## config.mk

```make
export PLATFORM = sky130hd
export DESIGN_NAME = keypad_scan_debounce_timeout
export DESIGN_NICKNAME = d
export VERILOG_FILES = /design/src/rtl/core/kpsd_pkg.sv /design/src/rtl/core/keypad_scan_debounce_timeout.sv
export SDC_FILE = /design/constraint.sdc
export NUM_CORES = 1
export LEC_CHECK = 0
export ABC_CLOCK_PERIOD_IN_PS = 7200
export BUFFER_PORTS_ARGS = -buffer_cell sky130_fd_sc_hd__buf_2
export CAP_MARGIN = 0
export CORE_MARGIN = 4
export CORE_UTILIZATION = 60
export CTS_CLUSTER_DIAMETER = 150
export DETAILED_ROUTE_END_ITERATION = 6
export GPL_TIMING_DRIVEN = 0
export PLACE_DENSITY_LB_ADDON = 0.12
export SLEW_MARGIN = 20
export SYNTH_ARGS = -nofsm -noshare
export SYNTH_HDL_FRONTEND = slang
export SYNTH_SLANG_ARGS = --single-unit
```

## constraint.sdc

```tcl
create_clock -name clk -period 7.2 [get_ports clk]
set_clock_uncertainty 0.2 [all_clocks]
set_input_delay 0.72 -clock clk [delete_from_list [all_inputs] [get_ports clk]]
set_output_delay 0.72 -clock clk [all_outputs]
set_load 0.01 [all_outputs]
```

## src/rtl/core/kpsd_pkg.sv

```systemverilog
`timescale 1ns / 1ps
`default_nettype none
// ----------------------------------------------------------------------------
// kpsd_pkg - keypad scan with debounce and timeout, shared definitions
// Phase encoding, field widths, key map and column search helper.
// ----------------------------------------------------------------------------
package kpsd_pkg;

  // width of the press wait counter and of the timeout limit
  localparam int unsigned TIMEOUT_W = 16;

  localparam logic [TIMEOUT_W-1:0] WAIT_MAX = {TIMEOUT_W{1'b1}};

  localparam logic [7:0] DEBOUNCE_RESET = 8'd20;
  localparam logic [2:0] ALL_COLS       = 3'b111;
  localparam logic [1:0] NO_COL         = 2'd3;
  localparam logic [6:0] NO_KEY         = 7'h54;  // ASCII 'T'

  // request kinds on the input channel
  localparam logic [1:0] KIND_TICK       = 2'd0;
  localparam logic [1:0] KIND_START_TO   = 2'd1;
  localparam logic [1:0] KIND_START_NOTO = 2'd2;

  typedef enum logic [2:0] {
    PH_IDLE         = 3'd0,
    PH_WAIT_RELEASE = 3'd1,
    PH_RELEASE_DEB  = 3'd2,
    PH_WAIT_PRESS   = 3'd3,
    PH_PRESS_DEB    = 3'd4,
    PH_SCAN         = 3'd5
  } phase_t;

  // ascii key at a column and row of the 4x3 matrix
  function automatic logic [6:0] key_lookup(input logic [1:0] col, input logic [1:0] row);
    logic [6:0] k;
    k = NO_KEY;
    unique case ({col, row})
      4'h0: k = 7'h31;  // '1'
      4'h1: k = 7'h34;  // '4'
      4'h2: k = 7'h37;  // '7'
      4'h3: k = 7'h2A;  // '*'
      4'h4: k = 7'h32;  // '2'
      4'h5: k = 7'h35;  // '5'
      4'h6: k = 7'h38;  // '8'
      4'h7: k = 7'h30;  // '0'
      4'h8: k = 7'h33;  // '3'
      4'h9: k = 7'h36;  // '6'
      4'hA: k = 7'h39;  // '9'
      4'hB: k = 7'h23;  // '#'
      default: k = NO_KEY;
    endcase
    return k;
  endfunction

  // lowest pressed (low) column at or after start, NO_COL when none
  function automatic logic [1:0] next_col(input logic [2:0] pressed, input logic [1:0] start);
    logic [1:0] res;
    logic       hit;
    res = NO_COL;
    hit = 1'b0;
    for (int i = 0; i < 3; i++) begin
      if (!hit && (2'(i) >= start) && !pressed[i]) begin
        res = 2'(i);
        hit = 1'b1;
      end
    end
    return res;
  endfunction

endpackage
`default_nettype wire

```

## src/rtl/core/keypad_scan_debounce_timeout.sv

```systemverilog
`timescale 1ns / 1ps
`default_nettype none
// ----------------------------------------------------------------------------
// keypad_scan_debounce_timeout - 4x3 matrix keypad scanner
// Debounced release/press detection, optional tick timeout and row scan.
// ----------------------------------------------------------------------------
// Usage:
//  - input channel (in_valid/in_ready) carries one transaction per keypad
//    tick or request: a column sample tick, a start with timeout, or a start
//    without timeout
//  - output channel (out_valid/out_ready) returns one status transaction for
//    every input transaction: row lines to drive, busy, done, key and timeout
//  - the status of a transaction is registered: it is in the output
//    register on the cycle after it is accepted
//  - throughput is one transaction per cycle when not stalled; the sequencer
//    state and output register update together in one pass of short logic
//  - when the receiver stalls the output register holds, and a new input
//    transaction is still taken on the cycle the held one is taken
//  - cfg_wr_en/cfg_wr_data write the debounce tick count; write only idle
//  - reset (rst_n low, synchronous) returns the scanner to idle, empties the
//    output register and sets the debounce count to 20
// ----------------------------------------------------------------------------
module keypad_scan_debounce_timeout (
  input  wire logic        clk,
  input  wire logic        rst_n,
  // configuration
  input  wire logic        cfg_wr_en,
  input  wire logic [7:0]  cfg_wr_data,
  // input channel
  input  wire logic        in_valid,
  output logic             in_ready,
  input  wire logic [1:0]  in_kind,
  input  wire logic [2:0]  in_column_sense,
  input  wire logic [15:0] in_timeout_ticks,
  // result channel
  output logic             out_valid,
  input  wire logic        out_ready,
  output logic [3:0]       out_row_drive,
  output logic             out_busy_res,
  output logic             out_key_done,
  output logic [6:0]       out_key_char,
  output logic             out_timed_out
);
  import kpsd_pkg::*;

  // sequencer state
  phase_t                 phase_r, phase_nxt;
  logic [TIMEOUT_W-1:0]   wait_cnt_r, wait_cnt_nxt;
  logic [TIMEOUT_W-1:0]   limit_r, limit_nxt;
  logic                   no_to_r, no_to_nxt;
  logic [7:0]             deb_cnt_r, deb_cnt_nxt;
  logic [2:0]             pressed_r, pressed_nxt;
  logic [3:0]             scan_pos_r, scan_pos_nxt;
  logic [6:0]             found_r, found_nxt;
  logic [7:0]             deb_ticks_r;

  // output register
  logic                   out_valid_r;
  logic [3:0]             row_drive_r, row_drive_nxt;
  logic                   busy_r, busy_nxt;
  logic                   done_r;
  logic [6:0]             key_r, key_nxt;
  logic                   tout_r, tout_nxt;

  logic                   accept;
  logic                   done;
  logic [TIMEOUT_W-1:0]   wait_inc;
  logic                   limit_now;
  logic                   limit_inc;
  logic [1:0]             scan_col;
  logic [1:0]             scan_row;
  logic [3:0]             cols_ext;
  logic [1:0]             adv_col;
  logic                   adv;

  assign in_ready = !out_valid_r || out_ready;
  assign accept   = in_valid && in_ready;

  // limit checks before and after this tick's count
  assign wait_inc  = (!no_to_r && (wait_cnt_r != WAIT_MAX)) ? wait_cnt_r + 1'b1 : wait_cnt_r;
  assign limit_now = !no_to_r && (wait_cnt_r >= limit_r);
  assign limit_inc = !no_to_r && (wait_inc >= limit_r);

  assign scan_col = scan_pos_r[3:2];
  assign scan_row = scan_pos_r[1:0];
  assign cols_ext = {1'b1, in_column_sense};
  assign adv_col  = next_col(pressed_r, scan_col + 2'd1);

  // next state
  always_comb begin
    phase_nxt    = phase_r;
    wait_cnt_nxt = wait_cnt_r;
    limit_nxt    = limit_r;
    no_to_nxt    = no_to_r;
    deb_cnt_nxt  = deb_cnt_r;
    pressed_nxt  = pressed_r;
    scan_pos_nxt = scan_pos_r;
    found_nxt    = found_r;
    done         = 1'b0;
    adv          = 1'b0;
    if (((in_kind == KIND_START_TO) || (in_kind == KIND_START_NOTO)) && (phase_r == PH_IDLE)) begin
      no_to_nxt    = (in_kind == KIND_START_NOTO);
      limit_nxt    = (in_kind == KIND_START_NOTO) ? '0 : TIMEOUT_W'(in_timeout_ticks);
      wait_cnt_nxt = '0;
      deb_cnt_nxt  = '0;
      pressed_nxt  = ALL_COLS;
      scan_pos_nxt = '0;
      found_nxt    = NO_KEY;
      phase_nxt    = PH_WAIT_RELEASE;
    end else if (in_kind == KIND_TICK) begin
      unique case (phase_r)
        PH_WAIT_RELEASE: begin
          if (in_column_sense == ALL_COLS) begin
            deb_cnt_nxt = deb_ticks_r;
            phase_nxt   = PH_RELEASE_DEB;
          end
        end
        PH_RELEASE_DEB: begin
          priority if (deb_cnt_r != 8'd0) begin
            deb_cnt_nxt = deb_cnt_r - 8'd1;
          end else if (in_column_sense == ALL_COLS) begin
            wait_cnt_nxt = '0;
            phase_nxt    = PH_WAIT_PRESS;
          end else begin
            phase_nxt = PH_WAIT_RELEASE;
          end
        end
        PH_WAIT_PRESS: begin
          if (limit_now) begin
            deb_cnt_nxt = deb_ticks_r;
            phase_nxt   = PH_PRESS_DEB;
          end else begin
            wait_cnt_nxt = wait_inc;
            if ((in_column_sense != ALL_COLS) || limit_inc) begin
              deb_cnt_nxt = deb_ticks_r;
              phase_nxt   = PH_PRESS_DEB;
            end
          end
        end
        PH_PRESS_DEB: begin
          priority if (deb_cnt_r != 8'd0) begin
            deb_cnt_nxt = deb_cnt_r - 8'd1;
          end else if (in_column_sense != ALL_COLS) begin
            pressed_nxt  = in_column_sense;
            scan_pos_nxt = {next_col(in_column_sense, 2'd0), 2'b00};
            phase_nxt    = PH_SCAN;
          end else if (limit_now) begin
            done = 1'b1;
          end else begin
            phase_nxt = PH_WAIT_PRESS;
          end
        end
        PH_SCAN: begin
          priority if (scan_col == NO_COL) begin
            done = 1'b1;
          end else if (!cols_ext[scan_col]) begin
            found_nxt = key_lookup(scan_col, scan_row);
            adv       = 1'b1;
          end else if (scan_row != 2'd3) begin
            scan_pos_nxt = scan_pos_r + 4'd1;
          end else begin
            adv = 1'b1;
          end
          if (adv) begin
            if (adv_col == NO_COL) begin
              done = 1'b1;
            end else begin
              scan_pos_nxt = {adv_col, 2'b00};
            end
          end
        end
        default: begin
          phase_nxt = phase_r;
        end
      endcase
    end
    if (done) begin
      phase_nxt = PH_IDLE;
    end
  end

  // result fields
  always_comb begin
    row_drive_nxt = (phase_nxt == PH_SCAN) ? 4'(~(4'b0001 << scan_pos_nxt[1:0])) : 4'b0000;
    busy_nxt      = (phase_nxt != PH_IDLE);
    key_nxt       = done ? found_nxt : 7'd0;
    tout_nxt      = done && (found_nxt == NO_KEY);
  end

  // control state and configuration
  always_ff @(posedge clk) begin
    if (!rst_n) begin
      phase_r     <= PH_IDLE;
      wait_cnt_r  <= '0;
      limit_r     <= '0;
      no_to_r     <= 1'b0;
      deb_cnt_r   <= '0;
      pressed_r   <= ALL_COLS;
      scan_pos_r  <= '0;
      found_r     <= NO_KEY;
      deb_ticks_r <= DEBOUNCE_RESET;
      out_valid_r <= 1'b0;
    end else begin
      if (cfg_wr_en) begin
        deb_ticks_r <= cfg_wr_data;
      end
      if (accept) begin
        phase_r    <= phase_nxt;
        wait_cnt_r <= wait_cnt_nxt;
        limit_r    <= limit_nxt;
        no_to_r    <= no_to_nxt;
        deb_cnt_r  <= deb_cnt_nxt;
        pressed_r  <= pressed_nxt;
        scan_pos_r <= scan_pos_nxt;
        found_r    <= found_nxt;
      end
      if (accept) begin
        out_valid_r <= 1'b1;
      end else if (out_ready) begin
        out_valid_r <= 1'b0;
      end
    end
  end

  // output payload register
  always_ff @(posedge clk) begin
    if (accept) begin
      row_drive_r <= row_drive_nxt;
      busy_r      <= busy_nxt;
      done_r      <= done;
      key_r       <= key_nxt;
      tout_r      <= tout_nxt;
    end
  end

  assign out_valid     = out_valid_r;
  assign out_row_drive = row_drive_r;
  assign out_busy_res  = busy_r;
  assign out_key_done  = done_r;
  assign out_key_char  = key_r;
  assign out_timed_out = tout_r;

endmodule
`default_nettype wire

```

==> results.cfg <==
[global_route]
met2_usage_pct = 45.9
grt.busiest_layer = met2
grt-ovfl-total = 0
grt_pass1_wl_um = 21300
grt_max_degree = 24
use_met1_pct = 31.8
track_usage_pct = 25.4
met3_usage_pct = 3.11
antenna_found_initial = 0
grt_pass1_vias = 4534

[route]
firstDrtPassIters = 5
wl_um = 13100
via_count = 4838
drc_errors = 0
wl_per_cell_um = 16.6
ant_nets = 0
drt-initial-drc-count = 228
viasPerCell = 6.13

[critical_path]
critPathRequiredTime_ns = 7.09
critical-path-slowest-cell = nor3_1
crit_top_cell = nand4_1
crit_arrival_ns = 4.56
cp_cell_sequence = buf_2 -> nand4_1 -> nor3_1 -> a31oi_2 -> nand4_1 -> nor2_1 -> xnor2_1 -> ha_1 -> nand4_1 -> or4_1 -> o211ai_1 -> o21ai_0 -> o211ai_1 -> nor4_1
cp-end-kind = register
cpPeakStageDelay_ns = 0.60
cp-start-kind = register
cp_max_fo = 10
crit_buf_inv = 1
critPathKind = register to register
path_delay_family = simple AND/OR/NAND/NOR gates

[sta]
relSlewSlack_pct = 51.3
fmax_ghz = 0.214
worst_slack_ns = 2.52
worst_slew_pin_slew_ns = 0.727
period_share_pct = 65.0
hold_viol = 0
hold_slack_ns = 0.279
setup_viol = 0
rsz0062_at_grt = no
slew_viol_final = 0
fin_tns_setup_ns = 0
fin_crit_ns = 4.68

[placement]
gp_congestion = 0.976
dp_hpwl_um = 9830
port-buffer-count = 48
dpl_worst_slack_ns = 2.63

[hold_path]
min_path_type = register to register

[clocking]
cts_num_sinks = 80
holdBufCountCts = 0
cts_buffers = 9
cts_tree = done
post-cts-setup-buffers = 0
path_clk_slew_ns = 0.08
clock_latency_ns = 0.36
h-tree-depth = 3
clock_path_buffers = 2
cts_root_buf = clkbuf_8
cts-resized-gates = 0

[logic_synthesis]
ys.flop_type = dfxtp_1
yosysUniqueCellTypes = 81
ys_seq_elements = 80
synth_edf_count = 14
syn_area_per_cell_um2 = 8.66
synth_seq_area_share_pct = 32.5
netlist_area_um2 = 5360
synth_warnings = 0
netlist_instances = 619
syn_nets = 700
async_flop_share_pct = 0

[cells_and_area]
drive_above_1_share_pct = 14.5
syn2layout_area_growth_pct = 11.0
nets = 759
fillers = 721
antenna_cells = 0
layout_common_cells = dfxtp_1 (66), buf_2 (54), ha_1 (47), nor2_1 (46), nand2_1 (45)
layout_commonest_cell = dfxtp_1

[floorplanning]
core_area_um2 = 8720
start_util_pct = 61.5
die_x_um = 103
dieArea_um2 = 10500
die_h_um = 103
fp-row-count = 34
io_pins = 50

[power_and_ir_drop]
peakVddDrop_mv = 0.110
p_per_area_nw_per_um2 = 165
p_leak_nw = 2.38

[run_status]
status = finished, final reports clean

[run]
max_cap_violations = 0
==> path summary, 6_finish.rpt <==
path                  from          endpoint  cells past startpoint  slack [ns]
max reg2reg  wait_cnt_r[4]  out_row_drive[1]                     14        2.52
max          wait_cnt_r[4]  out_row_drive[1]                     14        2.52
min reg2reg     found_r[6]        found_r[6]                      2        0.28
min             found_r[6]        found_r[6]                      2        0.28
==> logic make-up after synthesis <==
| kind of cell | share of synthesized area [%] |
|---|---|
| simple gates | 22.5 |
| compound gates | 22.1 |
| flops | 32.5 |
| buf+inv | 5.11 |
| fa+ha+maj | 11.0 |
| xor+xnor | 3.10 |
| mux | 3.71 |
==> cell type report <==
type,instances,area [um^2],share of cell area (%)
sequential,80,1740,29.3
inverter,35,131,2.21
tap,108,135,2.27
timing repair buffer,48,240,4.04
clock inverter,2,35.0,0.589
multi-input combinational,474,3350,56.2
buffer,30,143,2.40
clock buffer,12,178,2.99
==> per-stage QoR <==
stage / cell area, um^2 / util [%] / cells / power (mW)
finish: 5950 / 68.2 / 789 / 0.981
global route: 5950 / 68.2 / 789 / 1.02
CTS: 5950 / 68.2 / 789 / 0.983
global placement: 5740 / 65.8 / 775 / 0.625
detailed placement: 5740 / 65.8 / 775 / 0.628
floorplan: 5360 / - / 619 / 0.580
==> synth_stat cells, drive strengths merged, types with 4 or more instances <==
cell,instances,area [um^2]
xnor2,14,123
or4,4,33.8
a21boi,16,120
nor2,48,190
nand3,26,130
nor2b,23,146
xor2,5,43.8
ha,47,588
buf,11,71.3
and2,6,37.5
nor3,17,90.1
edfxtp,14,420
or3,4,25.0
o211ai,8,65.1
nand2,45,169
o21ai,38,190
and4,4,35.0
nand4,8,50.1
mux2,4,48.8
a31oi,5,43.8
a22o,16,140
dfxtp,66,1320
mux2i,15,150
o21a,5,37.5
o22ai,4,31.3
a21oi,31,163
clkbuf,19,71.3
a2111oi,4,41.3
o31ai,4,30.0
inv,34,128
and3,7,43.8
nor3b,8,70.1
a211oi,4,30.0
nand3b,8,60.1
==> worst reg2reg max path, stage by stage (launching register included) <==
cell,delay [ns]
dfxtp_1,0.34
buf_2,0.19
nand4_1,0.19
nor3_1,0.60
a31oi_2,0.38
nand4_1,0.35
nor2_1,0.11
xnor2_1,0.14
ha_1,0.29
nand4_1,0.10
or4_1,0.44
o211ai_1,0.34
o21ai_0,0.15
o211ai_1,0.46
nor4_1,0.13
==> flip-flops by register name, summed over array words and instances, names as in the netlist <==
register,flops
found_r,7
out_key_char,7
deb_cnt_r,8
limit_r,16
phase_r,3
wait_cnt_r,16
out_row_drive,4
out_busy_res,1
out_key_done,1
out_valid,1
out_timed_out,1
no_to_r,1
pressed_r,2
scan_pos_r,4
deb_ticks_r,8
==> where the power goes <==
group | switching [mW] | total (mW) | leakage, nW | internal (mW)
registers | 0.00700 | 0.475 | 0.677 | 0.468
logic | 0.0905 | 0.144 | 1.59 | 0.0536
clock network | 0.163 | 0.361 | 0.109 | 0.198
total | 0.260 | 0.981 | 2.38 | 0.720
==> per-layer routing <==
layer / wire length (um) / vias to the layer above
met5: 0 / -
met4: 165 / 0
met3: 801 / 16
met2: 6570 / 164
met1: 5530 / 2272
li1: - / 2386
(Power assumes the default switching activity.)
